===== src/hw/rtl/mlprq_pkg.sv =====
package mlprq_pkg;

	// Fixed field widths of the transfer payloads
	localparam int unsigned ID_W     = 6;
	localparam int unsigned PRIO_W   = 4;
	localparam int unsigned RUN_W    = 32;
	localparam int unsigned STATUS_W = 2;

	// Low run-count bits that must be zero for aging to apply (period of 64)
	localparam int unsigned AGE_SHIFT = 6;

	// Largest number of ids the id field can address
	localparam int unsigned ID_SPACE = 64;

	// Command codes
	localparam logic CMD_ENQ = 1'b0;
	localparam logic CMD_DEQ = 1'b1;

	// Result status codes
	localparam logic [STATUS_W-1:0] STATUS_OK     = 2'd0;
	localparam logic [STATUS_W-1:0] STATUS_EMPTY  = 2'd1;
	localparam logic [STATUS_W-1:0] STATUS_REJECT = 2'd2;

	// Commands from the controller to the datapath
	typedef struct packed {
		logic ld_in;
		logic calc_prod;
		logic find;
		logic calc_level;
		logic enq_write;
		logic deq_write;
		logic load_out;
	} ctrl_cmd_t;

	// Status from the datapath to the controller
	typedef struct packed {
		logic is_deq;
		logic found;
	} ctrl_sts_t;

endpackage


===== src/hw/rtl/multilevel_priority_ready_queue_top.sv =====
// Channel | Direction | Handshake           | Payload
// --------+-----------+---------------------+-------------------------------------------
// in      | input     | in_valid / in_stall | cmd, task_id, base_priority, run_count
// out     | output    | out_valid/out_stall | status, out_task_id, out_level
//
// One command is in work at a time. Enqueue: start, level, read, write states; dequeue:
// start, read, link, write; empty dequeue: start, read. The steps are set by the
// two-step aging remainder and the registered reads of the head, tail and link memories.
// The finished result sits in an output register, so a new command may be taken while
// it waits; a full output register and out_stall hold the next result back.
// Reset clears the level and queued flags at once; the memories need no clearing.
module multilevel_priority_ready_queue_top
	import mlprq_pkg::*;
#(
	parameter int unsigned NUM_LEVELS = 16,
	parameter int unsigned NUM_TASKS  = 64
) (
	input  logic                clk,
	input  logic                arst_n,
	input  logic                in_valid,
	output logic                in_stall,
	input  logic                cmd,
	input  logic [ID_W-1:0]     task_id,
	input  logic [PRIO_W-1:0]   base_priority,
	input  logic [RUN_W-1:0]    run_count,
	output logic                out_valid,
	input  logic                out_stall,
	output logic [STATUS_W-1:0] status,
	output logic [ID_W-1:0]     out_task_id,
	output logic [PRIO_W-1:0]   out_level
);

	ctrl_cmd_t ctl_cmd;
	ctrl_sts_t ctl_sts;

	// Sequencer
	mlprq_ctrl u_ctrl (
		.clk       (clk),
		.arst_n    (arst_n),
		.in_valid  (in_valid),
		.in_stall  (in_stall),
		.out_valid (out_valid),
		.out_stall (out_stall),
		.sts       (ctl_sts),
		.cmd       (ctl_cmd)
	);

	// Queue storage and level arithmetic
	mlprq_dp #(
		.NUM_LEVELS (NUM_LEVELS),
		.NUM_TASKS  (NUM_TASKS)
	) u_dp (
		.clk              (clk),
		.arst_n           (arst_n),
		.cmd              (ctl_cmd),
		.sts              (ctl_sts),
		.in_cmd           (cmd),
		.in_task_id       (task_id),
		.in_base_priority (base_priority),
		.in_run_count     (run_count),
		.res_status       (status),
		.res_task_id      (out_task_id),
		.res_level        (out_level)
	);

endmodule


===== src/hw/rtl/mlprq_ram.sv =====
module mlprq_ram #(
	parameter int unsigned WIDTH = 8,
	parameter int unsigned DEPTH = 16
) (
	input  logic                     clk,
	input  logic                     we,
	input  logic [$clog2(DEPTH)-1:0] waddr,
	input  logic [WIDTH-1:0]         wdata,
	input  logic [$clog2(DEPTH)-1:0] raddr,
	output logic [WIDTH-1:0]         rdata
);

	logic [WIDTH-1:0] mem_q [DEPTH];

	// One write port, one registered read port; a read returns the old contents.
	always_ff @(posedge clk) begin
		if (we) begin
			mem_q[waddr] <= wdata;
		end
		rdata <= mem_q[raddr];
	end

endmodule


===== src/hw/rtl/mlprq_ctrl.sv =====
module mlprq_ctrl
	import mlprq_pkg::*;
(
	input  logic      clk,
	input  logic      arst_n,
	input  logic      in_valid,
	output logic      in_stall,
	output logic      out_valid,
	input  logic      out_stall,
	input  ctrl_sts_t sts,
	output ctrl_cmd_t cmd
);

	localparam logic [2:0] ST_IDLE  = 3'd0;
	localparam logic [2:0] ST_START = 3'd1;
	localparam logic [2:0] ST_LEVEL = 3'd2;
	localparam logic [2:0] ST_ERD   = 3'd3;
	localparam logic [2:0] ST_EWR   = 3'd4;
	localparam logic [2:0] ST_DRD   = 3'd5;
	localparam logic [2:0] ST_DLINK = 3'd6;
	localparam logic [2:0] ST_DWR   = 3'd7;

	logic [2:0] state_q;
	logic [2:0] state_d;
	logic       done_q;
	logic       done_d;
	logic       out_valid_q;

	assign in_stall  = (state_q != ST_IDLE) || done_q;
	assign out_valid = out_valid_q;

	// Next-state and command decode
	always_comb begin
		cmd     = '0;
		state_d = state_q;
		done_d  = done_q;
		if (done_q) begin
			// Result is ready; hand it to the output register once that is free.
			if (!out_valid_q || !out_stall) begin
				cmd.load_out = 1'b1;
				done_d       = 1'b0;
			end
		end else begin
			case (state_q)
				ST_IDLE: begin
					if (in_valid) begin
						cmd.ld_in = 1'b1;
						state_d   = ST_START;
					end
				end
				ST_START: begin
					cmd.calc_prod = 1'b1;
					if (sts.is_deq) begin
						cmd.find = 1'b1;
						state_d  = ST_DRD;
					end else begin
						state_d = ST_LEVEL;
					end
				end
				ST_LEVEL: begin
					cmd.calc_level = 1'b1;
					state_d        = ST_ERD;
				end
				ST_ERD: begin
					state_d = ST_EWR;
				end
				ST_EWR: begin
					cmd.enq_write = 1'b1;
					state_d       = ST_IDLE;
					done_d        = 1'b1;
				end
				ST_DRD: begin
					if (sts.found) begin
						state_d = ST_DLINK;
					end else begin
						state_d = ST_IDLE;
						done_d  = 1'b1;
					end
				end
				ST_DLINK: begin
					state_d = ST_DWR;
				end
				ST_DWR: begin
					cmd.deq_write = 1'b1;
					state_d       = ST_IDLE;
					done_d        = 1'b1;
				end
				default: begin
					state_d = ST_IDLE;
				end
			endcase
		end
	end

	// State and output-valid registers
	always_ff @(posedge clk or negedge arst_n) begin
		if (!arst_n) begin
			state_q     <= ST_IDLE;
			done_q      <= 1'b0;
			out_valid_q <= 1'b0;
		end else begin
			state_q <= state_d;
			done_q  <= done_d;
			if (cmd.load_out) begin
				out_valid_q <= 1'b1;
			end else if (!out_stall) begin
				out_valid_q <= 1'b0;
			end
		end
	end

endmodule


===== src/hw/rtl/mlprq_dp.sv =====
module mlprq_dp
	import mlprq_pkg::*;
#(
	parameter int unsigned NUM_LEVELS = 16,
	parameter int unsigned NUM_TASKS  = 64
) (
	input  logic                clk,
	input  logic                arst_n,
	input  ctrl_cmd_t           cmd,
	output ctrl_sts_t           sts,
	input  logic                in_cmd,
	input  logic [ID_W-1:0]     in_task_id,
	input  logic [PRIO_W-1:0]   in_base_priority,
	input  logic [RUN_W-1:0]    in_run_count,
	output logic [STATUS_W-1:0] res_status,
	output logic [ID_W-1:0]     res_task_id,
	output logic [PRIO_W-1:0]   res_level
);

	// Only ids the id field can carry are ever stored.
	localparam int unsigned ID_SLOTS = (NUM_TASKS < ID_SPACE) ? NUM_TASKS : ID_SPACE;
	localparam int unsigned IW       = $clog2(ID_SLOTS);
	localparam int unsigned LW       = $clog2(NUM_LEVELS);
	localparam int unsigned SW       = ((LW > PRIO_W) ? LW : PRIO_W) + 1;
	localparam int unsigned XW       = RUN_W - AGE_SHIFT;
	localparam int unsigned PW       = XW + RUN_W;
	localparam int unsigned QW       = XW + 7;

	// Reciprocal of the level count; the quotient estimate is low by at most one.
	localparam longint unsigned RECIP_L = (64'd1 << RUN_W) / NUM_LEVELS;
	localparam logic [RUN_W-1:0] RECIP  = RECIP_L[RUN_W-1:0];
	localparam logic [QW-1:0] LVL_CNT_Q = QW'(NUM_LEVELS);
	localparam logic [LW:0]   LVL_CNT   = (LW+1)'(NUM_LEVELS);
	localparam logic [SW-1:0] LVL_MAX   = SW'(NUM_LEVELS - 1);
	localparam logic [10:0]   TASK_LIM  = 11'(NUM_TASKS);

	// Captured transfer
	logic              cmd_q;
	logic [ID_W-1:0]   id_q;
	logic [PRIO_W-1:0] base_q;
	logic [RUN_W-1:0]  run_q;

	// Working registers
	logic [PW-1:0]       prod_q;
	logic [LW-1:0]       level_q;
	logic                found_q;
	logic                reject_q;
	logic [IW-1:0]       pop_id_q;
	logic [NUM_LEVELS-1:0] nonempty_q;
	logic [ID_SLOTS-1:0] queued_q;

	// Memory ports
	logic          head_we;
	logic [IW-1:0] head_wdata;
	logic [IW-1:0] head_rdata;
	logic          tail_we;
	logic [IW-1:0] tail_rdata;
	logic          link_we;
	logic [IW-1:0] link_rdata;

	// Combinational helpers
	logic [LW-1:0]   ffs_level;
	logic            any_nonempty;
	logic [XW-1:0]   q_est;
	logic [QW-1:0]   q_mul;
	logic [QW-1:0]   r_wide;
	logic [LW:0]     r_est;
	logic [LW:0]     r_fix;
	logic [SW-1:0]   lvl_sum;
	logic [SW-1:0]   lvl_sat;
	logic            aged;
	logic            id_bad;
	logic [SW-1:0]   out_lvl_ext;
	logic            enq_ok;

	assign sts.is_deq = (cmd_q == CMD_DEQ);
	assign sts.found  = found_q;

	// Lowest-numbered non-empty level
	always_comb begin
		ffs_level    = '0;
		any_nonempty = 1'b0;
		for (int l = NUM_LEVELS - 1; l >= 0; l--) begin
			if (nonempty_q[l]) begin
				ffs_level    = LW'(l);
				any_nonempty = 1'b1;
			end
		end
	end

	// Aged level: base priority plus, when aging applies, the remainder of (runs / 64) by the level count, then saturate
	always_comb begin
		q_est   = prod_q[PW-1:RUN_W];
		q_mul   = {7'd0, q_est} * LVL_CNT_Q;
		r_wide  = {7'd0, run_q[RUN_W-1:AGE_SHIFT]} - q_mul;
		r_est   = r_wide[LW:0];
		r_fix   = (r_est >= LVL_CNT) ? (r_est - LVL_CNT) : r_est;
		aged    = (run_q[AGE_SHIFT-1:0] == '0);
		lvl_sum = SW'(base_q) + (aged ? SW'(r_fix) : '0);
		lvl_sat = (lvl_sum > LVL_MAX) ? LVL_MAX : lvl_sum;
	end

	// Ids beyond the task count are refused like ids already queued.
	assign id_bad = ({5'd0, id_q} >= TASK_LIM);
	assign enq_ok = cmd.enq_write && !reject_q;

	// Memory write decode
	always_comb begin
		head_we    = 1'b0;
		head_wdata = id_q[IW-1:0];
		if (enq_ok && !nonempty_q[level_q]) begin
			head_we = 1'b1;
		end else if (cmd.deq_write && (head_rdata != tail_rdata)) begin
			head_we    = 1'b1;
			head_wdata = link_rdata;
		end
	end
	assign tail_we = enq_ok;
	assign link_we = enq_ok && nonempty_q[level_q];

	mlprq_ram #(.WIDTH(IW), .DEPTH(NUM_LEVELS)) u_head_ram (
		.clk   (clk),
		.we    (head_we),
		.waddr (level_q),
		.wdata (head_wdata),
		.raddr (level_q),
		.rdata (head_rdata)
	);

	mlprq_ram #(.WIDTH(IW), .DEPTH(NUM_LEVELS)) u_tail_ram (
		.clk   (clk),
		.we    (tail_we),
		.waddr (level_q),
		.wdata (id_q[IW-1:0]),
		.raddr (level_q),
		.rdata (tail_rdata)
	);

	mlprq_ram #(.WIDTH(IW), .DEPTH(ID_SLOTS)) u_link_ram (
		.clk   (clk),
		.we    (link_we),
		.waddr (tail_rdata),
		.wdata (id_q[IW-1:0]),
		.raddr (head_rdata),
		.rdata (link_rdata)
	);

	// Payload and working registers
	always_ff @(posedge clk) begin
		if (cmd.ld_in) begin
			cmd_q  <= in_cmd;
			id_q   <= in_task_id;
			base_q <= in_base_priority;
			run_q  <= in_run_count;
		end
		if (cmd.calc_prod) begin
			prod_q <= {{RUN_W{1'b0}}, run_q[RUN_W-1:AGE_SHIFT]} * {{XW{1'b0}}, RECIP};
		end
		if (cmd.find) begin
			level_q <= ffs_level;
			found_q <= any_nonempty;
		end
		if (cmd.calc_level) begin
			level_q  <= lvl_sat[LW-1:0];
			reject_q <= id_bad || queued_q[id_q[IW-1:0]];
		end
		if (cmd.deq_write) begin
			pop_id_q <= head_rdata;
		end
	end

	// Occupancy flags
	always_ff @(posedge clk or negedge arst_n) begin
		if (!arst_n) begin
			nonempty_q <= '0;
			queued_q   <= '0;
		end else begin
			if (enq_ok) begin
				nonempty_q[level_q]      <= 1'b1;
				queued_q[id_q[IW-1:0]]   <= 1'b1;
			end
			if (cmd.deq_write) begin
				if (head_rdata == tail_rdata) begin
					nonempty_q[level_q] <= 1'b0;
				end
				queued_q[head_rdata] <= 1'b0;
			end
		end
	end

	// Output register, loaded once the result is complete
	assign out_lvl_ext = SW'(level_q);

	always_ff @(posedge clk) begin
		if (cmd.load_out) begin
			if (cmd_q == CMD_DEQ) begin
				if (found_q) begin
					res_status  <= STATUS_OK;
					res_task_id <= ID_W'(pop_id_q);
					res_level   <= out_lvl_ext[PRIO_W-1:0];
				end else begin
					res_status  <= STATUS_EMPTY;
					res_task_id <= '0;
					res_level   <= '0;
				end
			end else begin
				res_status  <= reject_q ? STATUS_REJECT : STATUS_OK;
				res_task_id <= '0;
				res_level   <= out_lvl_ext[PRIO_W-1:0];
			end
		end
	end

endmodule

===== config.mk =====
export PLATFORM = sky130hd
export DESIGN_NAME = multilevel_priority_ready_queue_top
export DESIGN_NICKNAME = d
export VERILOG_FILES = /design/src/hw/rtl/mlprq_pkg.sv /design/src/hw/rtl/multilevel_priority_ready_queue_top.sv /design/src/hw/rtl/mlprq_ram.sv /design/src/hw/rtl/mlprq_ctrl.sv /design/src/hw/rtl/mlprq_dp.sv
export SDC_FILE = /design/constraint.sdc
export NUM_CORES = 1
export LEC_CHECK = 0
export BUFFER_PORTS_ARGS = -buffer_cell sky130_fd_sc_hd__buf_2
export CAP_MARGIN = 25
export CORE_ASPECT_RATIO = 1.25
export CORE_UTILIZATION = 56
export CTS_CLUSTER_SIZE = 20
export DETAILED_ROUTE_END_ITERATION = 8
export GPL_TIMING_DRIVEN = 1
export PLACE_DENSITY = 0.85
export SETUP_SLACK_MARGIN = 0.2
export SYNTH_ARGS = -nofsm -noshare
export SYNTH_HDL_FRONTEND = slang
export SYNTH_HIERARCHICAL = 1
export SYNTH_SLANG_ARGS = --single-unit

===== constraint.sdc =====
create_clock -name clk -period 3.3 [get_ports clk]
set_input_delay 0.33 -clock clk [delete_from_list [all_inputs] [get_ports clk]]
set_output_delay 0.33 -clock clk [all_outputs]
set_load 0.03 [all_outputs]

Word level (Yosys, flattened, before mapping):

Memory sizes are Yosys's and may differ from the RTL's. A register that Yosys moved wholly into a read port is not among the register bits.
Cells that the tools add are included.

* bits in writable memories: 576
* memories kept: 3
* register bits: 136
* input bits: 47
* word-level logic and storage cells: 142

* mux-type cells: 72
* equality and inequality tests: 11
* reductions and logical operators: 21
* bitwise gates (word level): 7
* add/subtract/negate cells: 3
* $lt $le $gt $ge: 8

Memory list
* u_dp.u_link_ram.mem_q: words 64, width 6, read ports 1, clocked after memory_dff 1, write ports 1, RTL line mlprq_ram.sv:13 `logic [WIDTH-1:0] mem_q [DEPTH];`
* u_dp.u_head_ram.mem_q: words 16, width 6, read ports 1, clocked after memory_dff 1, write ports 1, RTL line mlprq_ram.sv:13
* u_dp.u_tail_ram.mem_q: words 16, width 6, read ports 1, clocked after memory_dff 1, write ports 1, RTL line mlprq_ram.sv:13

Operators with widths (number)
* $mux W64: 2
* $mux W4: 21
* $and A64 B64 Y64: 1
* $not A64 Y64: 1
* $or A64 B64 Y64: 1
* $mux W16: 3
* $mux W1: 28
* $pmux W3 S7: 1
* $mux W6: 3
* $and A16 B16 Y16: 1
* $not A16 Y16: 1
* $or A16 B16 Y16: 1
* $reduce_or A15 Y1: 1
* $lt A6 B7 Y1 const B: 2
* $demux W1 S6: 2
* $eq A3 B3 Y1 const B: 4
* $ge A6 B1 Y1 const B: 2
* $mux W5: 2
* $mux W3: 3
* $logic_and A1 B1 Y1: 7
* $bmux W1 S6: 1
* $eq A3 B2 Y1 const B: 2
* $eq A6 B6 Y1: 1
* $logic_not A6 Y1: 1
* 23 further kinds: 30

Depth between registers and ports, before layout:

* depth in word-level cells: 18
* depth in mapped cells: 10
* mapped depth without buffers: 10

By module:

The synthesis kept the hierarchy.

Modules (own cells, without submodules)
* mlprq_ram at u_dp.u_link_ram: cells each 720, times used 1, area an instance 15225.9 sq um
* mlprq_ram at u_dp.u_head_ram ...: cells each 178, times used 2, area an instance 3895.0 sq um
* mlprq_dp: cells each 557, times used 1, area an instance 6058.3 sq um
* mlprq_ctrl: cells each 41, times used 1, area an instance 396.6 sq um

Worst setup path after synthesis:

OpenSTA, ideal clock, no wires.

* kind: reg-to-reg
* start point: register u_dp.level_q[0]
* end point: memory u_dp/u_head_ram/mem_q[0][0] in the netlist's numbering (enable)
* library setup time: 0.377 ns
* setup slack: -0.011 ns
* cell stages (with the launch flop): 7
* required time: 2.923 ns
* arrival time: 2.934 ns
* cells stage by stage: edfxtp_1 -> buf_6 -> mux4_2 -> mux2_4 -> o311ai_1 -> or3b_2 -> nor3_1

* cells in the longest elaborated chain, start to end: 7

Ends and longest elaborated chain
* start, declared: RTL line mlprq_dp.sv:45 `logic [LW-1:0] level_q;`
* start signal, assigned: RTL line mlprq_dp.sv:160 `level_q <= ffs_level;`
* start signal, assigned: RTL line mlprq_dp.sv:164 `level_q <= lvl_sat[LW-1:0];`
* $bmux W1 S4: RTL line mlprq_dp.sv:111 `if (enq_ok && !nonempty_q[level_q]) begin`
* $mux W1 (implied by the code): RTL line mlprq_dp.sv:111
* $logic_not A1 Y1: RTL line mlprq_dp.sv:111
* $logic_and A1 B1 Y1: RTL line mlprq_dp.sv:111
* $mux W1: RTL line mlprq_dp.sv:111
* via u_dp.head_we: RTL line mlprq_dp.sv:53 `logic head_we;`
* $mux W1: RTL line mlprq_ram.sv:17 `if (we) begin`
* $mux W1 (implied by the code): RTL line mlprq_ram.sv:18 `mem_q[waddr] <= wdata;`
* end, declared: RTL line mlprq_ram.sv:13

The timed path passes the listed nets, and every way through them passes these cells. The select of a mux whose other input is x is not followed.

Worst setup path after layout:

* start point: register u_dp.level_q[0]
* end point: memory u_dp/u_head_ram/mem_q[9][0] in the netlist's numbering (enable)

The elaborated chain is that of the path after synthesis.

==> metrics list <==
- Status: finished, violations left
- The final reports fail on DRC, setup timing.
- The setup path with the least slack is of type reg -> reg.
- For the worst-skew pair, the clock arrives at the later sink with an insertion delay of 600 ps.
* Slew Viols, Final: 0
* Post-route ant nets: 0
* PD cells: 825 nW/um^2
- Area of all placed cells without fillers: approximately 33000 sq um
- Row cnt: between 90 and 100
- Cells after Synth: around 1700
* Instance count after placement with tap cells included: 2355
- The floorplan step set the die height to 258 um.
* Leak Pwr: 0.0112 uW
* Maximum level of the CTS H-tree: 3
- From left edge to right edge, the die measures 207 um.
- Proportion of layout cells with a drive suffix above 1: 23.0%
- CTS tree: built
* Dominant register cell in the synthesized netlist: edfxtp_1
* Number of nets in the layout: 1839
- Setup repair after global routing could not meet its margin everywhere.
- Most frequent cells in the layout: edfxtp_1 (621), a21oi_1 (161), mux4_2 (123), dfrtp_1 (85), nor2_1 (78)
- Least setup slack across all paths after layout: -28.3 ps
- The Yosys step of the flow raised 6 warnings.
- Number of nets produced by synthesis: ~1700
* Internal reg-to-reg setup slack: -30 ps
- Worst Hold End: u_ctrl/state_q[0]$_DFFE_PN0P_
- Counting distinct cell types in the post-synthesis netlist gives 72.
* Number of max-capacitance violations reported: 0
- Measured slew at the worst slew-check pin: around 1000 ps
- The synthesized design contains 724 register bits.
- Critical path launch point type: flip-flop
- Total grt overflow: 0
* Top Ports: 61
* Total design power: 27500 uW
* Pin count of the biggest net entering global routing: 82
* Fraction of registers with async set/reset: 11.7%
- Rel. slew slack: 34.4%
- Ratio of routed vias to standard cells: slightly below 7
* Via count of the first global-routing pass: 17500
* Number of clock buffers inserted by TritonCTS: 66
- Critical path peak fanout: 6
- Worst reg2reg endpoint: u_dp/u_head_ram/mem_q[9][0]$_DFFE_PP_
* Starting Density: 56.9%
- In this run, synthesis inferred 621 flip-flops with an integrated enable.
- Detailed routing inserted a total of 17300 vias.
* CP Data Required Time: 3520 ps
* Setup-violating endpoint count in the final report: 12
* Count of placed standard cells in the final layout, fillers left out: 2504
* DRC violations left: 1
- Die area: 53600 sq um
- Counting along the longest clock path gives a buffer depth of 3.
- After clock tree synthesis, the clock-pin slew on the worst setup and hold paths is 60 ps.
* Post-Syn Area per Cell: 17.6 sq um
- The routed design has 72.4 mm of wire.
- Relative to the synthesized area, the layout overhead comes to 13.0%.
- Global routing used 26.6% of the available tracks across all layers.
* Critical R2R Launch: u_dp/level_q[0]$_DFFE_PP_
- Post-route core utilization: about 64%
* Fin crit period: around 3300 ps
- Commonest non-fill, non-tap cell in the layout: edfxtp_1
- Of the available clock period, the critical path in the final layout requires 101%.
- The count of endpoints failing hold in the final timing report was 0.
- Detailed placement finished with a half-perimeter wire length of approximately 41 mm.
- Worst hold-check slack: 109 ps
* Final setup skew: between 20 and 25 ps
- Along the worst hold path, the cell count comes to 3.
- Routed wire per std cell: 28.9 um
- Summing every instance area after synthesis gives 29500 sq um.
- The startpoint identified for the worst hold timing path is in_valid.
* Maximum frequency from static timing analysis: roughly 300 MHz
- The worst setup path is captured at a flip-flop.
* Worst-case vdd ir drop: 0.000570 V
* Antenna violations before repair: 0
- Clock net sink count: 724
* Drt pass-1 iters: 9
- For this block, the initial DRC count from the detailed router was 2469.
- Placeable core region: 51800 sq um
- FF-to-FF path depth: 7
- The worst hold path belongs to the class in -> reg.
* Final weighted congestion of routability-driven global placement: 0.910
* Wire length of the first global-routing pass: 107 mm
* Cell at the root of the clock tree: clkbuf_16
* Fraction of the yosys area taken by sequential cells: 71.7%
* Post-Place Cell Area: 30500 sq um
* I/O Buffers: 38
- STA puts the critical path data arrival time at 3550 ps.
cell families after synthesis:
| group | share of synthesized area, % |
|---|---|
| flip-flops | 71.7 |
| buffers and inverters | 2.13 |
| multiplexers | 13.8 |
| AO/OA/AOI/OAI | 6.01 |
| AND/OR/NAND/NOR | 5.87 |
| adder cells (fa/ha/maj) | 0.238 |
| XOR/XNOR | 0.238 |
state kept, by name, summed over array words and instances (netlist names), 10 cells and up:
| register | cells |
|---|---|
| u_dp/u_link_ram/mem_q | 384 |
| u_dp/run_q | 10 |
| u_dp/u_tail_ram/mem_q | 96 |
| u_dp/nonempty_q | 16 |
| u_dp/u_head_ram/mem_q | 96 |
| u_dp/queued_q | 64 |
metrics by stage:
step / setup slack (ps) / setup TNS (ps)
finish: -28.3 / -212
global route: -195 / -6270
CTS: 170 / 0
detailed placement: -196 / -12810
global placement: -60.6 / -1800
floorplan: 164 / 0
synthesized netlist by cell type, types with 5 or more instances:
master / number / share of area (%)
and3_1: 17 / 0.36
nor2_1: 121 / 1.5
xnor2_1: 5 / 0.15
nor3b_1: 8 / 0.20
o221ai_1: 9 / 0.27
buf_6: 18 / 0.69
mux4_1: 30 / 2.7
nand2_1: 42 / 0.53
a22oi_1: 28 / 0.71
a221oi_1: 5 / 0.15
mux4_2: 123 / 9.4
a21oi_1: 161 / 2.7
a211oi_1: 10 / 0.25
nand3_1: 23 / 0.39
nor2b_1: 18 / 0.38
o21ai_0: 13 / 0.22
clkbuf_1: 40 / 0.51
o21ai_1: 7 / 0.12
and2_1: 19 / 0.40
dfrtp_1: 85 / 7.2
o22ai_1: 13 / 0.28
a31oi_1: 17 / 0.36
edfxtp_1: 621 / 63
buf_2: 21 / 0.36
mux2_2: 11 / 0.42
mux2i_1: 24 / 0.82
mux2_4: 8 / 0.41
nand3b_1: 10 / 0.25
o22a_1: 6 / 0.18
nand2b_1: 16 / 0.34
inv_1: 12 / 0.15
buf_4: 6 / 0.15
nor3_1: 35 / 0.59
dfxtp_1: 18 / 1.2
critical path, stage by stage, from the launching register on:
cell and delay (ps):
edfxtp_1 470, buf_4 170, mux4_2 480, mux2_4 320, o311ai_1 600, buf_4 260
nand3b_1 160, nor2_1 500
cell type report:
class                   count  area, sq um
well taps                 665          832
fillers                  3139        18500
repair buffers            139         1070
clock buffers              89         1840
clock inverters            30          357
multi-input cells         844         8010
flip-flops and latches    724        21100
inverters                  12         45.0
diodes                      1         2.50
how the worst max path moves through the flow:
stage | cells after the start | slack, ps | startpoint | endpoint
2_1_floorplan | 6 | 160 | u_dp/level_q[0]$_DFFE_PP_ | u_dp/u_head_ram/mem_q[1][0]$_DFFE_PP_
3_3_place_gp | 8 | -60 | u_dp/level_q[0]$_DFFE_PP_ | u_dp/u_link_ram/mem_q[58][5]$_DFFE_PP_
3_5_place_dp | 8 | -200 | u_dp/level_q[0]$_DFFE_PP_ | u_dp/u_link_ram/mem_q[26][0]$_DFFE_PP_
4_1_cts | 6 | 170 | u_dp/level_q[0]$_DFFE_PP_ | u_dp/u_head_ram/mem_q[2][0]$_DFFE_PP_
5_1_grt | 7 | -200 | u_dp/level_q[0]$_DFFE_PP_ | u_dp/u_head_ram/mem_q[11][0]$_DFFE_PP_
6_report | 7 | -30 | u_dp/level_q[0]$_DFFE_PP_ | u_dp/u_head_ram/mem_q[9][0]$_DFFE_PP_
power by group:
group	total (uW)	switching [uW]	internal (uW)	leakage (uW)
sequential	11500	646	10900	0.00691
clock	7830	3270	4560	0.00107
combinational	8120	5000	3120	0.00325
total	27500	8910	18600	0.0112
per-layer routing:
layer  wire length, um  global-route usage (%)  share of wire (%)  vias to the layer above
li1                  -                       -                  -                     6967
met1             24700                    32.7                 34                     8714
met2             36500                    45.4                 50                     1283
met3              6760                    4.62                9.3                      352
met4              4490                    14.8                6.2                        0
met5                 0                       0                  0                        -
timing repair:
| item | in CTS | in global routing |
|---|---|---|
| pin swaps | 0 | 3 |
| setup buffers | 0 | 6 |
| endpoints found under the setup margin | 216 | 451 |
| resized for setup | 40 | 42 |
| hold buffers | 23 | 0 |
| hold endpoints to repair | 45 | 0 |
Power figures use the tool's default switching activity.
